File: src/rtl/rkc_pkg.sv
package rkc_pkg;

   // Pixel and coefficient formats
   localparam int PIX_W     = 8;
   localparam int COEF_W    = 16;
   localparam int COEF_FRAC = 11;
   localparam int KERNEL    = 3;
   localparam int TAPS      = 3;

   // Configuration port
   localparam int CSR_INDEX_W  = 3;
   localparam int CSR_DATA_W   = 48;
   localparam int WIDTH_REG_W  = 11;
   localparam int HEIGHT_REG_W = 12;

   // Position counters
   localparam int OUT_ROW_W = 12;
   localparam int IN_ROW_W  = 13;

   // Accumulation widths: 8b x 16b product, sum of three, sum of nine
   localparam int PROD_W = 24;
   localparam int RSUM_W = 26;
   localparam int SUM_W  = 28;

   // Result queue
   localparam int FIFO_DEPTH = 8;
   localparam int FIFO_AW    = 3;
   localparam int FIFO_CNT_W = 4;

   localparam logic [PIX_W-1:0] PIX_MAX = 8'd255;
   localparam logic [PIX_W-1:0] PIX_MIN = 8'd0;

   localparam int WIDTH_RESET = 1024;
   localparam logic [HEIGHT_REG_W-1:0] HEIGHT_M1_RESET = 12'd479;
   localparam logic [CSR_DATA_W-1:0] COEF_TOP_RESET    = 48'd0;
   localparam logic [CSR_DATA_W-1:0] COEF_MID_RESET    = 48'd2048;
   localparam logic [CSR_DATA_W-1:0] COEF_BOTTOM_RESET = 48'd0;

   typedef enum logic [CSR_INDEX_W-1:0] {
      CSR_IMAGE_WIDTH  = 3'd0,
      CSR_IMAGE_HEIGHT = 3'd1,
      CSR_COEF_TOP     = 3'd2,
      CSR_COEF_MID     = 3'd3,
      CSR_COEF_BOTTOM  = 3'd4
   } csr_index_type;

   typedef struct packed {
      logic [PIX_W-1:0] blue;
      logic [PIX_W-1:0] green;
      logic [PIX_W-1:0] red;
   } pixel_type;

   // One line memory word: the same column of the two previous rows
   typedef struct packed {
      pixel_type older;
      pixel_type newer;
   } line_type;

   // Which neighbors of the centre lie inside the frame
   typedef struct packed {
      logic top;
      logic bottom;
      logic left;
      logic right;
   } border_type;

   typedef struct packed {
      logic       valid;
      logic       produce;
      logic       last;
      border_type border;
   } step_type;

   typedef pixel_type [TAPS-1:0] column_type;
   typedef pixel_type [TAPS-1:0][TAPS-1:0] tap_set_type;
   typedef logic [KERNEL-1:0][CSR_DATA_W-1:0] coef_set_type;

   typedef struct packed {
      pixel_type pix;
      logic      last;
   } result_type;

endpackage

File: src/rtl/rkc_out_fifo.sv
module rkc_out_fifo (
   input  logic                 clock,
   input  logic                 reset,
   input  logic                 push,
   input  rkc_pkg::result_type  push_data,
   input  logic                 pop,
   output logic                 out_valid,
   output rkc_pkg::result_type  out_data
);

   rkc_pkg::result_type                store_ff [rkc_pkg::FIFO_DEPTH];
   logic [rkc_pkg::FIFO_AW-1:0]        wr_ptr_ff, rd_ptr_ff;
   logic [rkc_pkg::FIFO_CNT_W-1:0]     count_ff, count_in;
   logic                               pop_ok;

   always_comb begin
      out_valid = count_ff != '0;
      out_data  = store_ff[rd_ptr_ff];
      pop_ok    = pop && out_valid;
      count_in  = count_ff;
      if (push && !pop_ok) begin
         count_in = count_ff + rkc_pkg::FIFO_CNT_W'(1);
      end else if (!push && pop_ok) begin
         count_in = count_ff - rkc_pkg::FIFO_CNT_W'(1);
      end
   end

   // Pointers and fill level
   always_ff @(posedge clock) begin
      if (reset) begin
         wr_ptr_ff <= '0;
         rd_ptr_ff <= '0;
         count_ff  <= '0;
      end else begin
         if (push) begin
            wr_ptr_ff <= wr_ptr_ff + rkc_pkg::FIFO_AW'(1);
         end
         if (pop_ok) begin
            rd_ptr_ff <= rd_ptr_ff + rkc_pkg::FIFO_AW'(1);
         end
         count_ff <= count_in;
      end
   end

   always_ff @(posedge clock) begin
      if (push) begin
         store_ff[wr_ptr_ff] <= push_data;
      end
   end

`ifndef SYNTHESIS
   a_no_overflow: assert property (@(posedge clock) disable iff (reset)
      push |-> (count_ff != rkc_pkg::FIFO_CNT_W'(rkc_pkg::FIFO_DEPTH)))
      else $error("result queue written while full");
`endif

endmodule

File: config.mk
export PLATFORM = sky130hd
export DESIGN_NAME = rkc_out_fifo
export DESIGN_NICKNAME = d
export VERILOG_FILES = /design/src/rtl/rkc_pkg.sv /design/src/rtl/rkc_out_fifo.sv
export SDC_FILE = /design/constraint.sdc
export NUM_CORES = 1
export LEC_CHECK = 0
export BUFFER_PORTS_ARGS = -buffer_cell sky130_fd_sc_hd__buf_2
export CAP_MARGIN = 20
export CORE_MARGIN = 2
export CORE_UTILIZATION = 54
export DETAILED_ROUTE_END_ITERATION = 8
export GPL_TIMING_DRIVEN = 1
export PLACE_DENSITY = 0.8
export SYNTH_ARGS = -nofsm -noshare
export SYNTH_HDL_FRONTEND = slang
export SYNTH_SLANG_ARGS = --single-unit
File: constraint.sdc
create_clock -name clock -period 2.7 [get_ports clock]
set_input_delay 0.405 -clock clock [delete_from_list [all_inputs] [get_ports clock]]
set_output_delay 0.405 -clock clock [all_outputs]
set_load 0.01 [all_outputs]
==> out/qor.yml <==
status:
  run_status: "finished, final reports clean"
synth:
  post_synthesis_instance_area_mm2: 0.00832
  synth.net_count: 394
  part_of_the_yosys_area_used_for_sequential_elements: 0.753
  register_bit_total_from_synthesis: 213
  syn-mean-instance-area_um2: 23.2
  post_synth_num_cell_types: 24
  synth_warnings: 0
  synthesis.instances: 359
sta:
  slew_viol_final: 0
  transition_time_at_the_pin_with_the_least_slew_margin_ps: 563
  maxClockFrequency_mhz: 380
  finalSetupViolCount: 0
  finalHoldViolCount: 0
  rsz0062_at_grt: "no"
  postLayoutSetupSlackWorst_ps: 66.9
  worst_clock_skew_ps: 9.96
  final.min_clock_period_ps: 2630
  final.period_utilization: 0.975
  totalNegativeSetupSlack_ps: 0
  timing.max_slew.rel_slack: 0.624
power:
  power.sequential.fraction: 0.467
  cellPowerDensity_mw_per_mm2: 861
  ir_worst_vdd_uv: 584
  static-leakage-power_nw: 3.25
  combinationalPowerShare: 0.201
  power_switching_mw: 2.00
  intPower_mw: 6.26
  share_clk_of_total_power: 0.332
  power_switching_share: 0.242
floorplan:
  core_mm2: 0.0151
  die_width_um: 128
  initial_core_utilization: 0.549
  die_h_um: 128
  i_o_pins: 55
  fp.dieArea_mm2: 0.0164
  rows: 45
cells_and_area:
  layout.filler_cells: 973
  combined_area_of_the_multi_input_logic_cells_mm2: 0.00197
  drive_gt1_frac: 0.322
  final_net_count: 476
  synthToLayoutAreaGrowth_pct: 15.3
  seqCellArea_mm2: 0.00627
critical_path:
  rrSetupSlack_ps: 230
  critical_path.startpoint_type: "flip-flop"
  cpMaxStageDelayCell: "mux4_1"
  worst-endpoint-required_ps: 2300
  worstSetupEndpoint: "out_data[20]"
  cp_slowest_stage_delay_ps: 600
  worstReg2RegEnd: "count_ff[3]"
  crit-reg2reg-launch: "count_ff[1]"
  r2r_cells: 9
  timing.critical_path.fanout_max: 24
  critical_path_class: "flip-flop to output port"
  worst_ep_arrival_time_ps: 2230
  cp_cell_sequence: "buf_12 > mux4_1 > mux2_2 > buf_2"
  endpoint_kind: "output port"
placed_design:
  detailedPlace.worstSlack_ps: 110
  gp_congestion: 0.749
  port-buffer-count: 54
  dp_hpwl_mm: 9.00
cts:
  hold_buffers: 0
  clock_tree_from_tritoncts: "done"
  clock_latency_on_the_worst_skew_pair_ps: 480
  cts-htree-levels: 1
  clk_pin_slew_worst_paths_ps: 60
  root_buffer: "clkbuf_16"
  cts_setup_buffers: 0
  postCtsResizedCells: 1
  max-clock-path-buffers: 3
  cts_buffers: 21
  clock-sinks: 213
route:
  avgRoutedWirePerCell_um: 23.8
  remaining_drc_errors: 0
  vias: 3857
  post_drt_via_cell_ratio: 6.01
  drt_first_pass_iters: 4
  detail_route.iter0.violations: 311
  drtAntennaViolNets: 0
  routed_wirelength_mm: 15.3
hold_path:
  timing.hold.worst.class: "input port to flip-flop"
global_routing:
  grt_first_pass_wirelength_mm: 23.5
  gr-usage-all-layers: 0.193
  grt_pass1_vias: 4045
  grt_remaining_overflow: 0
  grt_start_max_net_pins: 29
  grt_antenna_before_repair: 1
flow_run:
  cap_violations: 0
[power by group through the flow]
stage	Sequential (mW)	Clock, mW	Combinational (mW)
2_1_floorplan	3.86	0	1.23
3_3_place_gp	3.90	0	1.58
3_5_place_dp	3.92	0	1.64
4_1_cts	3.85	2.79	1.66
5_1_grt	3.87	2.91	1.80
6_report	3.85	2.74	1.66
[cells in the final DEF (no fill, tap or decap), types with 4 or more instances in the layout]
cell / instances
dfxtp_1: 11
buf_2: 54
clkinv_1: 4
mux4_1: 48
ha_1: 4
buf_4: 20
nor2_2: 6
nor2_1: 12
mux2_2: 26
nand2_1: 4
clkbuf_16: 21
xor2_1: 4
edfxtp_1: 200
[stage by stage]
step / hold slack (ps) / utilization / cell area (um^2) / power [mW] / std cells
2_1_floorplan: 454 / - / 8320 / 5.09 / 359
3_5_place_dp: 488 / 0.590 / 8930 / 5.56 / 606
6_report: 193 / 0.633 / 9590 / 8.26 / 642
3_3_place_gp: 470 / 0.590 / 8930 / 5.48 / 606
4_1_cts: 184 / 0.632 / 9580 / 8.30 / 641
5_1_grt: 203 / 0.633 / 9590 / 8.58 / 641
[worst min-delay path by stage]
stage / startpoint / endpoint / slack [ps] / depth (start not counted)
finish: push_data[23] / store_ff[6][23] / 190 / 1
global route: push_data[12] / store_ff[1][12] / 200 / 1
CTS: push_data[23] / store_ff[6][23] / 180 / 1
detailed placement: rd_ptr_ff[1] / flip-flop / 490 / 2
global placement: rd_ptr_ff[1] / flip-flop / 470 / 2
floorplan: rd_ptr_ff[1] / flip-flop / 450 / 2
[cell families (layout without fill, tap and decap cells)]
group                    after synthesis  count (layout)  synth area share
multiplexers                          78              78             0.196
AND/OR/NAND/NOR                       33              33            0.0177
other                                  0               1                 0
adder cells (fa/ha/maj)                6               6           0.00993
buffers and inverters                 18             112            0.0138
AO/OA/AOI/OAI                          5               5           0.00346
flip-flops                           213             213             0.753
XOR/XNOR                               6               6           0.00632
[cells in the mapped netlist]
cell | number | area, um^2
nor2_1 | 18 | 67.6
fa_1 | 1 | 20.0
a31oi_1 | 1 | 6.26
buf_2 | 2 | 10.0
mux2_2 | 26 | 293
xnor2_1 | 2 | 17.5
mux2i_1 | 2 | 20.0
nand3_1 | 3 | 15.0
buf_6 | 6 | 67.6
xor2_1 | 4 | 35.0
buf_1 | 5 | 18.8
nor3_1 | 2 | 10.0
or4_4 | 1 | 11.3
nand2_1 | 5 | 18.8
edfxtp_1 | 200 | 6010
nand2b_1 | 3 | 18.8
clkbuf_1 | 4 | 15.0
inv_1 | 1 | 3.75
dfxtp_1 | 13 | 260
nor2b_1 | 1 | 6.26
ha_1 | 5 | 62.6
mux4_1 | 50 | 1310
a211oi_1 | 1 | 7.51
a21oi_1 | 3 | 15.0
[final cells by class]
cell class,count,share of cell area
well taps,188,0.0245
repair buffers,76,0.0480
clock inverters,11,0.0111
clock buffers,24,0.0560
multi-input cells,128,0.206
diodes,1,0.000261
flip-flops and latches,213,0.654
inverters,1,0.000391
[worst max-delay path: cells and delay by family, from the launching register on]
| kind | cells | cell delay [ps] |
|---|---|---|
| mux | 2 | 890 |
| flops | 1 | 470 |
| buf+inv | 2 | 380 |
[routing by layer]
metal / share of wire / vias up / global-route usage
li1: - / 1695 / -
met1: 0.42 / 2009 / 0.264
met2: 0.50 / 125 / 0.321
met3: 0.060 / 28 / 0.0376
met4: 0.022 / 0 / 0.0601
met5: 0 / - / 0
[sequential cells by signal, indices dropped and copies added, names as in the netlist, named ones only]
name and cells:
wr_ptr_ff 3, store_ff 200, count_ff 4, rd_ptr_ff 3
Power figures use the tool's default switching activity.
