## src/rtl/rkc_pkg.sv

```systemverilog
package rkc_pkg;

   // Pixel and coefficient formats
   localparam int PIX_W     = 8;
   localparam int COEF_W    = 16;
   localparam int COEF_FRAC = 11;
   localparam int KERNEL    = 3;
   localparam int TAPS      = 3;

   // Configuration port
   localparam int CSR_INDEX_W  = 3;
   localparam int CSR_DATA_W   = 48;
   localparam int WIDTH_REG_W  = 11;
   localparam int HEIGHT_REG_W = 12;

   // Position counters
   localparam int OUT_ROW_W = 12;
   localparam int IN_ROW_W  = 13;

   // Accumulation widths: 8b x 16b product, sum of three, sum of nine
   localparam int PROD_W = 24;
   localparam int RSUM_W = 26;
   localparam int SUM_W  = 28;

   // Result queue
   localparam int FIFO_DEPTH = 8;
   localparam int FIFO_AW    = 3;
   localparam int FIFO_CNT_W = 4;

   localparam logic [PIX_W-1:0] PIX_MAX = 8'd255;
   localparam logic [PIX_W-1:0] PIX_MIN = 8'd0;

   localparam int WIDTH_RESET = 1024;
   localparam logic [HEIGHT_REG_W-1:0] HEIGHT_M1_RESET = 12'd479;
   localparam logic [CSR_DATA_W-1:0] COEF_TOP_RESET    = 48'd0;
   localparam logic [CSR_DATA_W-1:0] COEF_MID_RESET    = 48'd2048;
   localparam logic [CSR_DATA_W-1:0] COEF_BOTTOM_RESET = 48'd0;

   typedef enum logic [CSR_INDEX_W-1:0] {
      CSR_IMAGE_WIDTH  = 3'd0,
      CSR_IMAGE_HEIGHT = 3'd1,
      CSR_COEF_TOP     = 3'd2,
      CSR_COEF_MID     = 3'd3,
      CSR_COEF_BOTTOM  = 3'd4
   } csr_index_type;

   typedef struct packed {
      logic [PIX_W-1:0] blue;
      logic [PIX_W-1:0] green;
      logic [PIX_W-1:0] red;
   } pixel_type;

   // One line memory word: the same column of the two previous rows
   typedef struct packed {
      pixel_type older;
      pixel_type newer;
   } line_type;

   // Which neighbors of the centre lie inside the frame
   typedef struct packed {
      logic top;
      logic bottom;
      logic left;
      logic right;
   } border_type;

   typedef struct packed {
      logic       valid;
      logic       produce;
      logic       last;
      border_type border;
   } step_type;

   typedef pixel_type [TAPS-1:0] column_type;
   typedef pixel_type [TAPS-1:0][TAPS-1:0] tap_set_type;
   typedef logic [KERNEL-1:0][CSR_DATA_W-1:0] coef_set_type;

   typedef struct packed {
      pixel_type pix;
      logic      last;
   } result_type;

endpackage

```

## src/rtl/rkc_window.sv

```systemverilog
module rkc_window #(
   parameter int COL_W = 10
) (
   input  logic                   clock,
   input  logic                   reset,
   input  rkc_pkg::step_type      step_in,
   input  logic [COL_W-1:0]       col_in,
   input  rkc_pkg::pixel_type     pix_in,
   input  rkc_pkg::line_type      rd_data,
   output logic                   wr_en,
   output logic [COL_W-1:0]       wr_addr,
   output rkc_pkg::line_type      wr_data,
   output logic                   tap_valid,
   output logic                   tap_last,
   output rkc_pkg::tap_set_type   taps
);

   rkc_pkg::step_type     s1_step_ff;
   logic [COL_W-1:0]      s1_col_ff;
   rkc_pkg::pixel_type    s1_pix_ff;
   logic                  fwd_hit_ff, fwd_hit_in;
   rkc_pkg::line_type     fwd_data_ff;
   rkc_pkg::column_type   hist1_ff, hist2_ff;
   rkc_pkg::tap_set_type  taps_ff, taps_in;
   logic                  tap_valid_ff, tap_last_ff;

   rkc_pkg::line_type     line;
   rkc_pkg::column_type   column;
   rkc_pkg::pixel_type    src;
   logic                  keep;

   // Line word with bypass of last cycle's write to the same column
   always_comb begin
      line       = fwd_hit_ff ? fwd_data_ff : rd_data;
      column[0]  = line.older;
      column[1]  = line.newer;
      column[2]  = s1_pix_ff;
      wr_en      = s1_step_ff.valid;
      wr_addr    = s1_col_ff;
      wr_data.older = line.newer;
      wr_data.newer = s1_pix_ff;
      fwd_hit_in = step_in.valid && s1_step_ff.valid && (col_in == s1_col_ff);
   end

   // 3x3 window, out-of-frame neighbors forced to zero
   always_comb begin
      src  = '0;
      keep = 1'b0;
      for (int a = 0; a < rkc_pkg::TAPS; a++) begin
         for (int b = 0; b < rkc_pkg::TAPS; b++) begin
            if (b == 0) begin
               src = hist2_ff[a];
            end else if (b == 1) begin
               src = hist1_ff[a];
            end else begin
               src = column[a];
            end
            keep = (a != 0 || s1_step_ff.border.top) &&
                   (a != rkc_pkg::TAPS - 1 || s1_step_ff.border.bottom) &&
                   (b != 0 || s1_step_ff.border.left) &&
                   (b != rkc_pkg::TAPS - 1 || s1_step_ff.border.right);
            taps_in[a][b] = keep ? src : '0;
         end
      end
   end

   always_ff @(posedge clock) begin
      if (reset) begin
         s1_step_ff   <= '0;
         tap_valid_ff <= 1'b0;
      end else begin
         s1_step_ff   <= step_in;
         tap_valid_ff <= s1_step_ff.valid && s1_step_ff.produce;
      end
   end

   always_ff @(posedge clock) begin
      if (step_in.valid) begin
         s1_col_ff   <= col_in;
         s1_pix_ff   <= pix_in;
         fwd_hit_ff  <= fwd_hit_in;
         fwd_data_ff <= wr_data;
      end
      if (s1_step_ff.valid) begin
         hist2_ff    <= hist1_ff;
         hist1_ff    <= column;
         taps_ff     <= taps_in;
         tap_last_ff <= s1_step_ff.last;
      end
   end

   assign tap_valid = tap_valid_ff;
   assign tap_last  = tap_last_ff;
   assign taps      = taps_ff;

`ifndef SYNTHESIS
   a_fwd_match: assert property (@(posedge clock) disable iff (reset)
      (s1_step_ff.valid && fwd_hit_ff) |-> ($past(wr_en) && $past(wr_addr) == s1_col_ff))
      else $error("line bypass taken without a write to that column");
`endif

endmodule

```

## config.mk

```make
export PLATFORM = sky130hd
export DESIGN_NAME = rkc_window
export DESIGN_NICKNAME = d
export VERILOG_FILES = /design/src/rtl/rkc_pkg.sv /design/src/rtl/rkc_window.sv
export SDC_FILE = /design/constraint.sdc
export NUM_CORES = 1
export LEC_CHECK = 0
export ABC_AREA = 1
export BUFFER_PORTS_ARGS = -buffer_cell sky130_fd_sc_hd__clkbuf_2
export CELL_PAD_IN_SITES_DETAIL_PLACEMENT = 1
export CELL_PAD_IN_SITES_GLOBAL_PLACEMENT = 2
export CORE_AREA = 4 4 213 215
export CTS_CLUSTER_DIAMETER = 40
export DETAILED_ROUTE_END_ITERATION = 12
export DIE_AREA = 0 0 217 219
export PLACE_DENSITY = 0.82
export SETUP_SLACK_MARGIN = 0.2
export SLEW_MARGIN = 15
export SYNTH_ARGS = -nofsm -noshare
export SYNTH_HDL_FRONTEND = slang
export SYNTH_SLANG_ARGS = --single-unit
```

## constraint.sdc

```tcl
create_clock -name clock -period 11.2 [get_ports clock]
set_clock_uncertainty 0.1 [all_clocks]
set_input_delay 1.68 -clock clock [delete_from_list [all_inputs] [get_ports clock]]
set_output_delay 1.68 -clock clock [all_outputs]
set_load 0.1 [all_outputs]
```

==> impl_metrics.tcl, run 1 <==
set metrics [dict create \
    avgSynthCellArea_um2 14.6 \
    synth-seq-area-share_pct 82.6 \
    final_area_mm2 0.0196 \
    io_pins 368 \
    postCtsSetupRepairBufs 0 \
    place_area_mm2 0.0176 \
    maxSlewHeadroom_pct 26.5 \
    fin_tns_setup_ns 0 \
    worstPathRequired_ns 9.42 \
    ys_top_cells_by_count "edfxtp_1 (420), nand2_1 (247), inv_1 (168), nor2_1 (87), buf_4 (50)" \
    max_stage_delay_ns 0.78 \
    port_buffers 367 \
    syn-cell-area_mm2 0.0155 \
    regArea_mm2 0.0128 \
    fp.dieArea_mm2 0.0475 \
    grt.overflow.total 0 \
    power.ir.vdd_worst_mv 0.124 \
    power_w 0.00427 \
    ys_types 15 \
    critPathArrivalTime_ns 3.05 \
    cp_num_buf_inv 3 \
    final_util_pct 44.9 \
    place.gp.congestion 0.865 \
    synth_fa_ha_area_share_pct 0 \
    route.detailed.drc 0 \
    antenna_found_initial 7 \
    synthMuxAreaShare_pct 0 \
    syn_to_final_growth_pct 26.9 \
    synth_ff_type "edfxtp_1" \
    cap_viol_max_count 0 \
    cts_hold_buf 0 \
    cts_sinks 428 \
    yosysTopAreaCell "edfxtp_1" \
    start_util_pct 35.3 \
    cts_max_level 2 \
    cts_resized 0 \
    clock.fmax_mhz 207 \
    clk_path_buf_depth 3 \
    fin_nets 1511 \
    grt_pass1_vias 9678 \
    power.density_mw_per_mm2 218 \
    crit_type "reg2out" \
    die_x_um 217 \
    cp_max_fo 49 \
    yosysMostFrequentCell "edfxtp_1" \
    vias 9080 \
    slowest_stage "inv_2" \
    period_share_pct 43.2 \
    drive_gt1_share_pct 32.5 \
    cts_buffers 59 \
    worstMarginPinSlew_ns 1.10 \
    start_kind "flip-flop" \
    rr_endpoint "taps[179]$_SDFFCE_PN0P_" \
    crit_family "buffers and inverters" \
    worstPathCellList "buf_4 > inv_2 > nand2_1 > nand2_1 > clkbuf_2" \
    synth.ff_latch_count 428 \
    grt_pass1_wl_mm 60.6 \
    r2r_cells 3 \
    synthSimpleGateAreaFrac_pct 8.18 \
    core_area_mm2 0.0437 \
    cts_root_buf "clkbuf_16" \
    hold_viol 0 \
    worstReg2RegStart "wr_en$_SDFF_PP0_" \
    cts.clk_slew.worst_paths_ns 0.06 \
    dpl.hpwl_mm 29.0 \
    cts_tree "built" \
    dr.pass1.iters 4 \
    clk_latency_ns 0.60 \
    slew_violations 0 \
    hold_path.class "reg2reg" \
    grt_util_all_layers_pct 17.0 \
    rsz0062_at_grt "false" \
    routedWlPerCell_um 19.9 \
    synth_xor_area_share_pct 0 \
    worst-path-stages 5 \
    rows 77 \
    synthTopCellsByArea "edfxtp_1 (82%), nand2_1 (6.0%), inv_1 (4.1%)" \
    status "finished, final reports clean" \
    fill_cells 4597 \
    crit_start "fwd_hit_ff$_DFFE_PP_" \
    multi_input_area_mm2 0.00151 \
    finalSetupViolations 0 \
    crit_end "wr_data[25]" \
    dieHeight_um 219 \
    synth_top_family_by_area "simple AND/OR/NAND/NOR gates" \
    grt_max_degree 85 \
    syn-num-nets 1152 \
    p_leak_nw 8.70 \
    synth_compound_area_share_pct 1.62 \
    cpMostUsedCell "nand2_1" \
    synth_enable_flop_cells 420 \
    layout_min_cycle_time_ns 4.83 \
    worst_setup_path_end_kind "primary output" \
    routed_wirelength_mm 41.0 \
    postRouteAntennaNets 0 \
    async_flop_share_pct 0 \
    synthCells 1061 \
    drt_iter0_drc 552 \
    synth_top_area_share_pct 81.6 \
    vias_per_cell 4.40 \
    regToRegSetupSlack_ns 7.32 \
    ys_warn_count 0 \
]
-- cell families after synthesis --
family | Yosys count
DFF | 428
and+or+nand+nor | 336
buffers and inverters | 247
AOI/OAI and AO/OA | 50
-- worst register-to-register path: stages, from the launching register on --
cell and delay, ns:
dfxtp_4 0.75, buf_4 0.80, buf_4 0.89, buf_4 0.88
-- stage by stage --
step                      cells  hold WS (ns)  worst slack [ns]
after floorplan            1061         0.286              1.08
after global placement     1951         0.290              6.81
after detailed placement   1951         0.291              6.82
after CTS                  2062         0.305              6.23
after global routing       2064         0.321              6.10
final                      2064         0.304              6.37
-- metal layers --
layer / vias up / routed length (um) / track usage, %
met5: - / 86 / 0
met4: 10 / 1950 / 8.52
met3: 101 / 2540 / 4.58
met2: 321 / 20100 / 28.0
met1: 4439 / 16400 / 20.8
li1: 4209 / - / -
-- layout make-up --
class | count | area share, %
Antenna cell | 2 | 0.0255
Clock inverter | 45 | 2.71
Multi-Input combinational cell | 386 | 7.72
Sequential cell | 428 | 65.1
Clock buffer | 66 | 7.71
Tap cell | 592 | 3.78
Timing Repair Buffer | 376 | 9.72
Inverter | 169 | 3.23
-- placed cells by master, fill, tap and decap left out, drive strengths merged, types with 4 or more instances in the layout --
cell	synthesis	final
clkinv	0	19
edfxtp	420	420
nand2	247	247
nor2	87	87
a21oi	48	48
clkbuf	1	432
buf	77	10
clkinvlp	0	4
dfxtp	8	8
inv	169	184
bufinv	0	7
-- how the worst min path moves through the flow --
stage | end | startpoint | slack [ns] | cells after the start
floorplan | tap_last$_DFFE_PP_ | s1_step_ff[4]$_SDFF_PP0_ | 0.29 | 0
global placement | tap_last$_DFFE_PP_ | s1_step_ff[4]$_SDFF_PP0_ | 0.29 | 0
detailed placement | tap_last$_DFFE_PP_ | s1_step_ff[4]$_SDFF_PP0_ | 0.29 | 0
CTS | tap_last$_DFFE_PP_ | s1_step_ff[4]$_SDFF_PP0_ | 0.31 | 0
global route | tap_last$_DFFE_PP_ | s1_step_ff[4]$_SDFF_PP0_ | 0.32 | 0
finish | tap_last$_DFFE_PP_ | s1_step_ff[4]$_SDFF_PP0_ | 0.30 | 0
-- power breakdown --
group	internal, W	leakage, nW	total [W]	switching, W
logic	0.0000542	3.59	0.000477	0.000423
registers	0.00185	4.11	0.00189	0.0000418
clock network	0.00116	0.993	0.00190	0.000743
total	0.00306	8.70	0.00427	0.00121
-- sequential cells by signal, indices dropped and copies added (netlist names) --
signal,cells
tap_last,1
wr_addr,10
hist1_ff,72
wr_data,24
fwd_data_ff,48
hist2_ff,48
wr_en,1
taps,216
fwd_hit_ff,1
tap_valid,1
s1_step_ff,6
Note: power is estimated with default switching activity, not from simulation.
==> run 2, diff against run 1 <==
--- a/config.mk
+++ b/config.mk
@@ -5,15 +5,15 @@
 export SDC_FILE = /design/constraint.sdc
 export NUM_CORES = 1
 export LEC_CHECK = 0
-export ABC_AREA = 1
+export ABC_AREA = 0
 export BUFFER_PORTS_ARGS = -buffer_cell sky130_fd_sc_hd__clkbuf_2
 export CELL_PAD_IN_SITES_DETAIL_PLACEMENT = 1
 export CELL_PAD_IN_SITES_GLOBAL_PLACEMENT = 2
-export CORE_AREA = 4 4 213 215
+export CORE_AREA = 4 4 206 208
 export CTS_CLUSTER_DIAMETER = 40
 export DETAILED_ROUTE_END_ITERATION = 12
-export DIE_AREA = 0 0 217 219
-export PLACE_DENSITY = 0.82
+export DIE_AREA = 0 0 210 212
+export PLACE_DENSITY = 0.81
 export SETUP_SLACK_MARGIN = 0.2
 export SLEW_MARGIN = 15
 export SYNTH_ARGS = -nofsm -noshare
==> constraint.sdc (replaced) <==
create_clock -name clock -period 4.8 [get_ports clock]
set_clock_uncertainty 0.1 [all_clocks]
set_input_delay 0.72 -clock clock [delete_from_list [all_inputs] [get_ports clock]]
set_output_delay 0.72 -clock clock [all_outputs]
set_load 0.1 [all_outputs]
==> impl_metrics.tcl, run 2 <==
set metrics [dict create \
    grt_pass1_wl_mm 55.6 \
    avgSynthCellArea_um2 19.7 \
    synth_top_family_by_area "simple AND/OR/NAND/NOR gates" \
    cap_viol_max_count 0 \
    grt.overflow.total 0 \
    start_util_pct 37.6 \
    fin_nets 1228 \
    clk_path_buf_depth 3 \
    grt_pass1_vias 8428 \
    syn-num-nets 865 \
    cts_hold_buf 0 \
    clk_latency_ns 0.56 \
    cts_resized 0 \
    hold_viol 0 \
    place.gp.congestion 0.857 \
    dr.pass1.iters 4 \
    cts_max_level 3 \
    cp_max_fo 45 \
    cts.clk_slew.worst_paths_ns 0.06 \
    synth_xor_area_share_pct 0.574 \
    final_cell_mix "edfxtp_1 (420), clkbuf_2 (366), and2_1 (96), and3_1 (72), clkbuf_16 (69)" \
    port_buffers 367 \
    rows 74 \
    grt_max_degree 127 \
    synth_enable_flop_cells 420 \
    core_area_mm2 0.0406 \
    synthTopCellsByArea "edfxtp_1 (83%), and2_1 (3.9%), and3_1 (3.0%)" \
    postCtsSetupRepairBufs 0 \
    cts_sinks 428 \
    fill_cells 3933 \
    rsz0062_at_grt "false" \
    routedWlPerCell_um 22.3 \
    clock.fmax_mhz 299 \
    postRouteAntennaNets 0 \
    final_common_cell "edfxtp_1" \
    ys_warn_count 0 \
    layout_min_cycle_time_ns 3.34 \
    synth_ff_type "edfxtp_1" \
    start_kind "flip-flop" \
    finalSetupViolations 0 \
    grt_util_all_layers_pct 16.8 \
    synth_compound_area_share_pct 0 \
    cts_tree "built" \
    dieHeight_um 212 \
    synth_top_area_share_pct 82.6 \
    slew_violations 0 \
    maxSlewHeadroom_pct 39.2 \
    regToRegSetupSlack_ns 2.24 \
    p_leak_nw 7.65 \
    synth-seq-area-share_pct 83.7 \
    synth.ff_latch_count 428 \
    io_pins 368 \
    power.ir.vdd_worst_mv 0.269 \
    power.density_mw_per_mm2 528 \
    drive_gt1_share_pct 44.9 \
    async_flop_share_pct 0 \
    worstPathRequired_ns 3.98 \
    cts_root_buf "clkbuf_16" \
    worst_setup_path_end_kind "primary output" \
    die_x_um 210 \
    vias 7890 \
    hold_path.class "in2reg" \
    synth_fa_ha_area_share_pct 0 \
    fp.dieArea_mm2 0.0445 \
    largest_register_ffs 216 \
    n_antenna_cell 0 \
    synthCells 774 \
    routed_wirelength_mm 38.4 \
    synthSimpleGateAreaFrac_pct 8.40 \
    ys_top_cells_by_count "edfxtp_1 (420), and2_1 (96), and3_1 (72), buf_4 (48), nor2b_1 (31)" \
    period_share_pct 69.7 \
    fin_tns_setup_ns 0 \
    yosysMostFrequentCell "edfxtp_1" \
    yosysTopAreaCell "edfxtp_1" \
    cts_buffers 66 \
    syn-cell-area_mm2 0.0153 \
    fin_cells 1719 \
    synthMuxAreaShare_pct 4.03 \
    placed_cells 1601 \
    antenna_found_initial 1 \
    dpl.hpwl_mm 26.0 \
    syn_to_final_growth_pct 27.9 \
    crit_type "reg2out" \
    critPathArrivalTime_ns 2.52 \
    vias_per_cell 4.59 \
    status "finished, final reports clean" \
    ys_types 17 \
    drt_iter0_drc 344 \
    worstMarginPinSlew_ns 0.909 \
    route.detailed.drc 0 \
]
[run 2: changes by cell type after synthesis, sizes merged, moves of 2 or more]
cell	before	now
nor2	87	1
nor2b	0	31
mux2	0	48
a21oi	48	0
buf	77	53
nand2	247	3
clkbuf	1	28
xnor2	0	10
o21ai	2	0
and2	0	96
inv	169	0
and3	0	72
[run 2: report_power, final]
part | internal, W | switching, W
Sequential | 0.00433 | 0.000102
Combinational | 0.000168 | 0.00109
Clock | 0.00288 | 0.00174
Total | 0.00738 | 0.00292
[run 2: final timing paths]
check                            from              endpoint  cells after the start
min reg2reg  s1_step_ff[4]$_SDFF_PP0_    tap_last$_DFFE_PP_                      0
max              fwd_hit_ff$_DFFE_PP_           wr_data[24]                      3
max reg2reg          wr_en$_SDFF_PP0_  fwd_hit_ff$_DFFE_PP_                      3
min                         pix_in[5]  wr_data[5]$_DFFE_PP_                      1
[run 2: cell families after synthesis]
family | after synthesis
xor+xnor | 10
buf+inv | 81
flops | 428
mux | 48
simple gates | 207
[run 2: cell type report]
type / count / area [um^2] / area share, %
flip-flops and latches: 428 / 12800 / 65.5
repair buffers: 376 / 1930 / 9.90
well taps: 532 / 666 / 3.41
clock inverters: 42 / 407 / 2.08
clock buffers: 76 / 1750 / 8.98
multi-input cells: 265 / 1990 / 10.2
[run 2: metrics by stage]
stage	worst slack, ns	power, W	cell area (um^2)	utilization, %	hold WS, ns
4_1_cts	1.36	0.0105	19500	48.1	0.205
6_report	1.46	0.0103	19500	48.1	0.248
3_3_place_gp	2.02	0.00575	17400	42.8	0.292
3_5_place_dp	1.98	0.00577	17400	42.8	0.290
5_1_grt	1.34	0.0107	19500	48.1	0.211
2_1_floorplan	1.25	0.00552	15300	-	0.286
[run 2: critical path, stage by stage, from the launching register on]
cell and delay (ns):
edfxtp_1 0.44, buf_4 0.66, mux2_2 0.46, clkbuf_2 0.39
[run 2: routing by layer]
metal / wire (um) / track usage, %
met4: 1220 / 6.75
met2: 19100 / 27.7
met5: 13 / 0
met3: 2230 / 4.26
met1: 15800 / 21.5
