[src/rtl/rkc_pkg.sv]
package rkc_pkg;

   // Pixel and coefficient formats
   localparam int PIX_W     = 8;
   localparam int COEF_W    = 16;
   localparam int COEF_FRAC = 11;
   localparam int KERNEL    = 3;
   localparam int TAPS      = 3;

   // Configuration port
   localparam int CSR_INDEX_W  = 3;
   localparam int CSR_DATA_W   = 48;
   localparam int WIDTH_REG_W  = 11;
   localparam int HEIGHT_REG_W = 12;

   // Position counters
   localparam int OUT_ROW_W = 12;
   localparam int IN_ROW_W  = 13;

   // Accumulation widths: 8b x 16b product, sum of three, sum of nine
   localparam int PROD_W = 24;
   localparam int RSUM_W = 26;
   localparam int SUM_W  = 28;

   // Result queue
   localparam int FIFO_DEPTH = 8;
   localparam int FIFO_AW    = 3;
   localparam int FIFO_CNT_W = 4;

   localparam logic [PIX_W-1:0] PIX_MAX = 8'd255;
   localparam logic [PIX_W-1:0] PIX_MIN = 8'd0;

   localparam int WIDTH_RESET = 1024;
   localparam logic [HEIGHT_REG_W-1:0] HEIGHT_M1_RESET = 12'd479;
   localparam logic [CSR_DATA_W-1:0] COEF_TOP_RESET    = 48'd0;
   localparam logic [CSR_DATA_W-1:0] COEF_MID_RESET    = 48'd2048;
   localparam logic [CSR_DATA_W-1:0] COEF_BOTTOM_RESET = 48'd0;

   typedef enum logic [CSR_INDEX_W-1:0] {
      CSR_IMAGE_WIDTH  = 3'd0,
      CSR_IMAGE_HEIGHT = 3'd1,
      CSR_COEF_TOP     = 3'd2,
      CSR_COEF_MID     = 3'd3,
      CSR_COEF_BOTTOM  = 3'd4
   } csr_index_type;

   typedef struct packed {
      logic [PIX_W-1:0] blue;
      logic [PIX_W-1:0] green;
      logic [PIX_W-1:0] red;
   } pixel_type;

   // One line memory word: the same column of the two previous rows
   typedef struct packed {
      pixel_type older;
      pixel_type newer;
   } line_type;

   // Which neighbors of the centre lie inside the frame
   typedef struct packed {
      logic top;
      logic bottom;
      logic left;
      logic right;
   } border_type;

   typedef struct packed {
      logic       valid;
      logic       produce;
      logic       last;
      border_type border;
   } step_type;

   typedef pixel_type [TAPS-1:0] column_type;
   typedef pixel_type [TAPS-1:0][TAPS-1:0] tap_set_type;
   typedef logic [KERNEL-1:0][CSR_DATA_W-1:0] coef_set_type;

   typedef struct packed {
      pixel_type pix;
      logic      last;
   } result_type;

endpackage

[src/rtl/rkc_ctrl.sv]
module rkc_ctrl #(
   parameter int MAX_WIDTH = 1024
) (
   input  logic                            clock,
   input  logic                            reset,
   input  logic                            csr_write_enable,
   input  logic [rkc_pkg::CSR_INDEX_W-1:0] csr_index,
   input  logic [rkc_pkg::CSR_DATA_W-1:0]  csr_write_data,
   input  logic                            req_valid,
   input  logic                            req_command,
   output logic                            req_ready,
   input  logic                            rsp_fire,
   output rkc_pkg::step_type               step,
   output logic [$clog2(MAX_WIDTH)-1:0]    col,
   output rkc_pkg::coef_set_type           coef
);

   localparam int COL_W = $clog2(MAX_WIDTH);
   localparam int WX = (COL_W + 1 > rkc_pkg::WIDTH_REG_W) ? COL_W + 1 : rkc_pkg::WIDTH_REG_W;
   localparam int W_RESET = (rkc_pkg::WIDTH_RESET > MAX_WIDTH) ? MAX_WIDTH
                                                              : rkc_pkg::WIDTH_RESET;
   localparam logic [COL_W-1:0] W_M1_RESET = COL_W'(W_RESET - 1);

   logic [COL_W-1:0]                     w_m1_ff, w_m1_in;
   logic [rkc_pkg::HEIGHT_REG_W-1:0]     h_m1_ff, h_m1_in;
   rkc_pkg::coef_set_type                coef_ff, coef_in;
   logic [COL_W-1:0]                     in_col_ff, in_col_in;
   logic [rkc_pkg::IN_ROW_W-1:0]         in_row_ff, in_row_in;
   logic [COL_W-1:0]                     out_col_ff, out_col_in;
   logic [rkc_pkg::OUT_ROW_W-1:0]        out_row_ff, out_row_in;
   logic [rkc_pkg::FIFO_CNT_W-1:0]       pend_cnt_ff, pend_cnt_in;

   logic                                 accept, in_frame, ignore, take, early, produce, at_last;
   logic                                 restart;
   logic [WX-1:0]                        w_ext;
   logic [rkc_pkg::HEIGHT_REG_W-1:0]     h_raw;

   // Frame position decode
   always_comb begin
      accept   = req_valid && req_ready;
      in_frame = in_row_ff <= {1'b0, h_m1_ff};
      ignore   = in_frame && req_command;
      take     = accept && !ignore;
      early    = (in_row_ff == '0) ||
                 ((in_row_ff == rkc_pkg::IN_ROW_W'(1)) && (in_col_ff == '0));
      produce  = !early;
      at_last  = (out_row_ff == h_m1_ff) && (out_col_ff == w_m1_ff);
   end

   // Configuration and position counters
   always_comb begin
      w_m1_in    = w_m1_ff;
      h_m1_in    = h_m1_ff;
      coef_in    = coef_ff;
      in_col_in  = in_col_ff;
      in_row_in  = in_row_ff;
      out_col_in = out_col_ff;
      out_row_in = out_row_ff;
      restart    = 1'b0;
      w_ext      = WX'(csr_write_data[rkc_pkg::WIDTH_REG_W-1:0]);
      h_raw      = csr_write_data[rkc_pkg::HEIGHT_REG_W-1:0];

      if (csr_write_enable) begin
         case (csr_index)
            rkc_pkg::CSR_IMAGE_WIDTH: begin
               if (w_ext == '0) begin
                  w_m1_in = '0;
               end else if (w_ext > WX'(MAX_WIDTH)) begin
                  w_m1_in = COL_W'(MAX_WIDTH - 1);
               end else begin
                  w_m1_in = COL_W'(w_ext - WX'(1));
               end
               restart = 1'b1;
            end
            rkc_pkg::CSR_IMAGE_HEIGHT: begin
               h_m1_in = (h_raw == '0) ? '0 : h_raw - rkc_pkg::HEIGHT_REG_W'(1);
               restart = 1'b1;
            end
            rkc_pkg::CSR_COEF_TOP:    coef_in[0] = csr_write_data;
            rkc_pkg::CSR_COEF_MID:    coef_in[1] = csr_write_data;
            rkc_pkg::CSR_COEF_BOTTOM: coef_in[2] = csr_write_data;
            default: ;
         endcase
      end

      if (restart || (take && produce && at_last)) begin
         in_col_in  = '0;
         in_row_in  = '0;
         out_col_in = '0;
         out_row_in = '0;
      end else if (take) begin
         if (in_col_ff == w_m1_ff) begin
            in_col_in = '0;
            in_row_in = in_row_ff + rkc_pkg::IN_ROW_W'(1);
         end else begin
            in_col_in = in_col_ff + COL_W'(1);
         end
         if (produce) begin
            if (out_col_ff == w_m1_ff) begin
               out_col_in = '0;
               out_row_in = out_row_ff + rkc_pkg::OUT_ROW_W'(1);
            end else begin
               out_col_in = out_col_ff + COL_W'(1);
            end
         end
      end
   end

   // Results owed: in the pipeline or waiting in the queue
   always_comb begin
      pend_cnt_in = pend_cnt_ff;
      if (take && produce && !rsp_fire) begin
         pend_cnt_in = pend_cnt_ff + rkc_pkg::FIFO_CNT_W'(1);
      end else if (!(take && produce) && rsp_fire) begin
         pend_cnt_in = pend_cnt_ff - rkc_pkg::FIFO_CNT_W'(1);
      end
   end

   always_ff @(posedge clock) begin
      if (reset) begin
         w_m1_ff     <= W_M1_RESET;
         h_m1_ff     <= rkc_pkg::HEIGHT_M1_RESET;
         coef_ff[0]  <= rkc_pkg::COEF_TOP_RESET;
         coef_ff[1]  <= rkc_pkg::COEF_MID_RESET;
         coef_ff[2]  <= rkc_pkg::COEF_BOTTOM_RESET;
         in_col_ff   <= '0;
         in_row_ff   <= '0;
         out_col_ff  <= '0;
         out_row_ff  <= '0;
         pend_cnt_ff <= '0;
      end else begin
         w_m1_ff     <= w_m1_in;
         h_m1_ff     <= h_m1_in;
         coef_ff     <= coef_in;
         in_col_ff   <= in_col_in;
         in_row_ff   <= in_row_in;
         out_col_ff  <= out_col_in;
         out_row_ff  <= out_row_in;
         pend_cnt_ff <= pend_cnt_in;
      end
   end

   // Step descriptor for the line memory stage
   always_comb begin
      req_ready            = pend_cnt_ff < rkc_pkg::FIFO_CNT_W'(rkc_pkg::FIFO_DEPTH);
      step.valid           = take;
      step.produce         = produce;
      step.last            = produce && at_last;
      step.border.top      = out_row_ff != '0;
      step.border.bottom   = out_row_ff != h_m1_ff;
      step.border.left     = out_col_ff != '0;
      step.border.right    = out_col_ff != w_m1_ff;
      col                  = in_col_ff;
      coef                 = coef_ff;
   end

`ifndef SYNTHESIS
   a_pend_bound: assert property (@(posedge clock) disable iff (reset)
      pend_cnt_ff <= rkc_pkg::FIFO_CNT_W'(rkc_pkg::FIFO_DEPTH))
      else $error("owed result count exceeds queue depth");

   a_last_restart: assert property (@(posedge clock) disable iff (reset)
      (take && produce && at_last) |=>
         (in_col_ff == '0 && in_row_ff == '0 && out_col_ff == '0 && out_row_ff == '0))
      else $error("frame did not restart after its last pixel");
`endif

endmodule

[config.mk]
export PLATFORM = sky130hd
export DESIGN_NAME = rkc_ctrl
export DESIGN_NICKNAME = d
export VERILOG_FILES = /design/src/rtl/rkc_pkg.sv /design/src/rtl/rkc_ctrl.sv
export SDC_FILE = /design/constraint.sdc
export NUM_CORES = 1
export LEC_CHECK = 0
export BUFFER_PORTS_ARGS = -buffer_cell sky130_fd_sc_hd__clkbuf_2
export CORE_ASPECT_RATIO = 1.2
export CORE_MARGIN = 1.5
export CORE_UTILIZATION = 41
export CTS_CLUSTER_DIAMETER = 200
export DETAILED_ROUTE_END_ITERATION = 10
export PLACE_DENSITY = 0.68
export SKIP_CTS_REPAIR_TIMING = 1
export SYNTH_ARGS = -nofsm -noshare
export SYNTH_HDL_FRONTEND = slang
export SYNTH_SLANG_ARGS = --single-unit
[constraint.sdc]
create_clock -name clock -period 4.12 [get_ports clock]
set_input_delay 0.206 -clock clock [delete_from_list [all_inputs] [get_ports clock]]
set_output_delay 0.206 -clock clock [all_outputs]
set_load 0.1 [all_outputs]
==> results of run 1 <==
[worst paths after layout]
path,startpoint,endpoint
setup / recovery,h_m1_ff[6],pend_cnt_ff[3]
hold / removal,csr_write_data[1],coef[49]
setup reg to reg,h_m1_ff[6],pend_cnt_ff[3]
hold reg to reg,coef[68],coef[68]
[sequential cells by signal, summed over array words and instances, names as in the netlist]
| signal | flops |
|---|---|
| coef | 144 |
| in_row_ff | 13 |
| h_m1_ff | 12 |
| out_row_ff | 12 |
| col | 10 |
| out_col_ff | 10 |
| w_m1_ff | 10 |
| pend_cnt_ff | 4 |
[final cells by class]
type	count	area (um2)
Fill cell	2059	10300
Timing Repair Buffer	265	1540
Clock buffer	33	653
Multi-Input combinational cell	836	4510
Sequential cell	215	4300
Clock inverter	7	93.8
Inverter	31	116
Tap cell	274	343
[routing by layer]
metal  global-route usage  up-vias
met1                0.268     4159
met4               0.0673        0
li1                     -     4323
met3               0.0709       56
met2                0.390      298
met5                    0        -
[power by group through the flow]
| stage | logic, W | registers, W | clock network (W) |
|---|---|---|---|
| floorplan | 0.000177 | 0.00241 | 0 |
| global placement | 0.000522 | 0.00220 | 0 |
| detailed placement | 0.000525 | 0.00220 | 0 |
| CTS | 0.000526 | 0.00215 | 0.00210 |
| global route | 0.000586 | 0.00216 | 0.00220 |
| finish | 0.000553 | 0.00215 | 0.00205 |
[worst min-delay path: stages]
cell      delay (ns)
clkbuf_2        0.15
nand2_1         0.08
a21oi_1         0.05
[placed cells by master, fill, tap and decap left out, types with 5 or more instances in the layout]
master,instances
a211o_1,6
a21oi_1,195
and3_1,13
buf_4,12
clkbuf_1,6
clkbuf_16,23
clkbuf_2,217
dfxtp_1,215
dlygate4sd3_1,36
ha_1,25
inv_1,30
nand2_1,316
nand3_1,18
nand3b_1,8
nand4_1,12
nor2_1,49
nor2b_1,5
nor3_1,9
nor4_1,12
o21ai_0,35
o31ai_1,10
or3_1,8
or4_1,10
xnor2_1,29
xor2_1,29
[synthesized netlist by cell type (2+ instances only)]
library cell  number
buf_4              2
or3_1              8
buf_2              4
and3_1            15
nor2_1            50
nand4_1           12
a21oi_1          195
buf_1              4
or3b_2             2
ha_1              25
or4_1             10
nor3_1             9
or2_2              2
nand2b_1           2
o31ai_1           10
o2111ai_2          2
a22oi_1            3
a21o_1             3
nand3_1           20
nor2b_1            5
xor2_1            29
o2111ai_1          4
dfxtp_1          215
inv_1             30
nand3b_1           8
o211ai_1           3
clkbuf_1          61
a221o_1            2
nor4_1            12
mux2i_1            4
a211o_1            6
nand2_1          316
o21ai_0           35
xnor2_1           29
nor4_2             2
[stage by stage]
step | utilization | cells | total power, W | instance area (um2)
2_1_floorplan | - | 1154 | 0.00259 | 9200
3_3_place_gp | 0.478 | 1585 | 0.00272 | 10500
3_5_place_dp | 0.478 | 1585 | 0.00272 | 10500
4_1_cts | 0.512 | 1625 | 0.00478 | 11200
5_1_grt | 0.529 | 1661 | 0.00494 | 11600
6_report | 0.529 | 1661 | 0.00476 | 11600
[kinds of logic (layout without fill, tap and decap cells)]
family,after synthesis,after routing
xor gates and xnor gates,58,58
buffers and inverters,103,336
AOI/OAI and AO/OA,268,268
adders and majority gates,26,26
and+or+nand+nor,480,480
DFF,215,215
muxes,4,4
==> key figures, run 1 <==
Outcome
  • Status: finished, violations left
  • Failing checks: DRC

Global route
  • Largest net degree at the start of global routing: 67
  • Vias in the first global route: about 8.5k
  • Gr ovfl total: 0
  • Initial antenna violation count: 0
  • First-pass GRT wire length: about 43 mm
  • GR Util All Layers: 0.226

Critical path
  • CP top delay family: compound AO/OA/AOI/OAI gates
  • Crit path cell chain: inv_1, ha_1, a21o_1, a221oi_1, a211oi_2, o21ai_0, inv_1, ha_1, inv_1, ha_1, a21o_1, a21oi_1, xnor2_1, or3_1, a21oi_1
  • Levels on crit path: 15
  • CP max FO: 3
  • Largest stage delay on the critical path: between 0.4 and 0.5 ns
  • Worst Path Class, Setup: reg -> reg
  • CP required: about 4.6 ns
  • WP buf/inv: 3
  • CP Launch Type: register
  • FF-to-FF path depth: 15
  • Minimum setup slack among reg-to-reg paths: ~0.6 ns
  • Crit path max-delay cell type: a221oi_1
  • Worst Path Arrival: 3.94 ns
  • Setup crit end kind: register

Die
  • Total core area: 21900 um2
  • Initial Utilization: 0.421
  • FP Rows: 59
  • Die W: between 100 and 150 um
  • Die area: around 23000 um2
  • Die Height: about 170 um
  • # IOs: 219

Clocking
  • CTS max path bufs: 3
  • Worst-Skew Late Latency: 0.50 ns
  • Clk slew on worst S/H paths: about 0.06 ns
  • H-tree levels: 1
  • Root buf cell: clkbuf_16
  • CTS tree: done
  • # clock sinks: 215
  • Total CTS buffers: 23

Logic synthesis
  • FF+latch count, synth: between 200 and 250
  • Synthesized area per cell: ~8.0 um2
  • Yosys top cell by area: dfxtp_1
  • Largest family of logic cells by synthesized area: simple AND/OR/NAND/NOR gates
  • Multiplexer area fraction after synthesis: 0.00435
  • Yosys cell types: 50
  • FFs w/ async S/R, synth: 0
  • Mapped Area: a little over 9000 um2
  • Cell count after synthesis: ~1.2k
  • Syn Nets: approximately 1.2k
  • Seq/Total Area, Yosys: 0.468
  • Xor/xnor share of the synthesized area: 0.0552
  • Synth Flop Type: dfxtp_1
  • Largest cells by area after synthesis: dfxtp_1 47%, nand2_1 13%, a21oi_1 11%, ha_1 3.4%, xnor2_1 2.8%
  • Post-synthesis adder-cell area fraction: 0.0362
  • Share of the synthesized area in the top cell type: 0.468
  • Post-synthesis compound-gate area fraction: 0.161
  • Yosys warns: 0
  • EDFF count, synth: 0
  • Simple logic cell fraction of the synthesized area: 0.231

Detailed routing
  • Met3 wire length: about 2.3 mm
  • Vias/cell: approximately 5.3
  • Routed via count: ~8.8k
  • 1st-iter DRT viols: 574
  • Drt total wl: roughly 27 mm
  • Metal-1 WL: about 11 mm
  • Drt wl/cell: between 15 and 20 um
  • Met2 WL: ~13 mm
  • DR top layer: met4
  • TritonRoute pass-1 iters: 8
  • Final ANT Viol Nets: 0
  • Drt drc: 4

Power and ir drop
  • Clk pwr share: 0.431
  • Switching Share: 0.270
  • P_leak: approximately 4.6 nW
  • Pwr/cell area: 412 nW/um2
  • Switch Pwr: about 0.0013 W
  • Comb pwr share: 0.116
  • Peak VDD IR: between 0.0003 and 0.0004 V
  • Sequential share of power: 0.452
  • Cell Int Power: 0.00348 W

STA
  • Tmin final: roughly 3.5 ns
  • Post-route clock period utilization: 0.854
  • Fin. max-slew vios: 0
  • Final setup TNS: 0 ns
  • RSZ-0062 raised after global routing: false
  • Fin worst setup slack: ~0.60 ns
  • Worst slew margin: 0.294
  • Worst Hold Slack: approximately 0.033 ns
  • Actual slew at the worst max-slew pin: around 1.1 ns
  • Hold Vio Cnt, Final: 0
  • Fmax: between 200 and 300 MHz
  • Final setup vio count: 0
  • Skew final: around 0.0094 ns

Cells and area
  • Area delta synth->final: 25.6%
  • Layout cells sized above 1: 0.203
  • Number of diodes: 0
  • Nets: 1455

Place
  • Post-DP HPWL: around 19 mm
  • Buffers on Ports: ~220
  • Post-Place Worst Slack: roughly 0.59 ns
  • Placer Congestion: 0.875

Job
  • Max Cap Violations: 0

Min path
  • WHS Path Cells: 3
  • Hold Crit Class: in -> reg
No activity file was read; power rests on OpenSTA's default activity.
==> run 2, diff against run 1 <==
Settings changed: CORE_MARGIN 1.5 to 2, CORE_UTILIZATION 41 to 54, PLACE_DENSITY 0.68 to 0.84.
==> key figures, run 2 (same netlist as run 1, synthesis figures left out) <==
Outcome
  • Status: finished, violations left
  • Failing checks: hold timing

Global route
  • Gr ovfl total: 0
  • First-pass GRT wire length: between 40 and 50 mm
  • GR Util All Layers: 0.283
  • Initial antenna violation count: 0
  • Largest net degree at the start of global routing: roughly 100
  • Vias in the first global route: a little under 9k

Die
  • FP Rows: 52
  • Die area: about 18000 um2
  • # IOs: approximately 220
  • Die Height: between 100 and 150 um
  • Total core area: approximately 17000 um2
  • Initial Utilization: 0.548
  • Die W: 123 um

Critical path
  • Setup crit start: h_m1_ff[6]
  • Worst Path Arrival: 3.79 ns
  • Reg2Reg Launch Point: h_m1_ff[6]
  • CP max FO: 3
  • Worst Path Class, Setup: reg -> reg
  • CP Launch Type: register
  • CP required: roughly 4.6 ns
  • Setup crit end kind: register

Detailed routing
  • Routed via count: just over 9k
  • Final ANT Viol Nets: 0
  • Drt drc: 0
  • Vias/cell: around 5.7
  • Drt total wl: around 28 mm
  • Drt wl/cell: ~17 um
  • TritonRoute pass-1 iters: 5
  • 1st-iter DRT viols: around 670

STA
  • Worst slew margin: 0.260
  • Final setup TNS: 0 ns
  • Skew final: between 0.01 and 0.015 ns
  • Final setup vio count: 0
  • Worst Hold Slack: -0.00793 ns
  • Fmax: between 200 and 300 MHz
  • Fin. max-slew vios: 0
  • Actual slew at the worst max-slew pin: between 1 and 1.5 ns
  • Tmin final: between 3 and 4 ns
  • RSZ-0062 raised after global routing: false
  • Hold Vio Cnt, Final: 5
  • Post-route clock period utilization: 0.815

Cells and area
  • Layout cells sized above 1: 0.204
  • Commonest non-fill, non-tap cell in the layout: nand2_1
  • Fillers: between 1k and 1.5k
  • Nets: ~1.5k
  • Area delta synth->final: 25.1%
  • Most frequent cells in the layout: 316 x nand2_1, 217 x clkbuf_2, 215 x dfxtp_1
  • Finished Core Util: 0.686
  • Number of diodes: 0
  • Max reg flops: 144
  • Non-Filler Instances: approximately 1.6k

Clocking
  • CTS max path bufs: 3
  • Root buf cell: clkbuf_16
  • Total CTS buffers: 22
  • Clk slew on worst S/H paths: about 0.06 ns
  • Worst-Skew Late Latency: 0.50 ns
  • CTS tree: done
  • H-tree levels: 1
  • # clock sinks: between 200 and 250

Power and ir drop
  • Peak VDD IR: 0.000367 V
  • P_leak: between 4 and 5 nW
  • Pwr/cell area: roughly 430 nW/um2

Place
  • Placer Congestion: 0.898
  • Cell Count Post-Placement: ~1.5k
  • Buffers on Ports: roughly 220
  • Post-DP HPWL: roughly 18 mm

Min path
  • Hold Crit Class: in -> reg
  • Worst Hold Launch: csr_write_data[43]

Job
  • Max Cap Violations: 0
==> run 2: changes by cell type in the layout (fill, tap and decap cells not counted), sizes merged <==
cell / before / now
clkbuf: 250 / 246
bufinv: 2 / 5
buf: 12 / 10
clkinv: 3 / 5
dlygate4sd3: 36 / 34
inv: 32 / 31
==> run 2: final timing paths <==
check	depth (start not counted)	slack, ns	end
worst max-delay path	15	0.76	pend_cnt_ff[3]
worst min-delay path	3	-0.008	coef[43]
worst max register to register	15	0.76	pend_cnt_ff[3]
worst min register to register	2	0.45	coef[38]
==> run 2: cell type report <==
class                   instances  area, um2  share of cell area
multi-input cells             836       4510               0.392
flip-flops and latches        215       4300               0.374
repair buffers                261       1500               0.130
clock buffers                  29        618              0.0537
well taps                     216        270              0.0235
clock inverters                11        186              0.0162
inverters                      31        116              0.0101
==> run 2: worst max-delay path, cell delays in order (launching register included) <==
cell,delay [ns]
dfxtp_1,0.37
inv_1,0.07
ha_1,0.34
a21o_1,0.20
a221oi_1,0.36
a211oi_2,0.14
o21ai_0,0.28
inv_1,0.08
ha_1,0.21
inv_1,0.12
ha_1,0.24
a21o_1,0.17
a21oi_1,0.17
xnor2_1,0.09
or3_1,0.30
a21oi_1,0.14
==> run 2: power breakdown <==
part           switching, W  leakage, nW  total, W  internal [W]
Combinational      0.000430         2.52  0.000554      0.000124
Clock              0.000835        0.393   0.00221       0.00137
Sequential        0.0000328         1.74   0.00215       0.00212
==> run 2: per-layer routing <==
layer,vias to the layer above,track usage,part of all wire
li1,4321,-,-
met1,4287,0.330,0.37
met2,461,0.471,0.48
met3,100,0.0815,0.098
met4,0,0.136,0.047
met5,-,0,0
==> run 2: per-stage QoR <==
step | setup WS, ns | total power (W) | hold WS [ns] | area (um2)
2_1_floorplan | 0.426 | 0.00259 | 0.318 | 9200
3_3_place_gp | 0.868 | 0.00271 | 0.441 | 10400
3_5_place_dp | 0.744 | 0.00272 | 0.446 | 10400
4_1_cts | 0.737 | 0.00489 | -0.0573 | 11200
5_1_grt | 0.515 | 0.00504 | 0.0125 | 11500
6_report | 0.762 | 0.00492 | -0.00793 | 11500
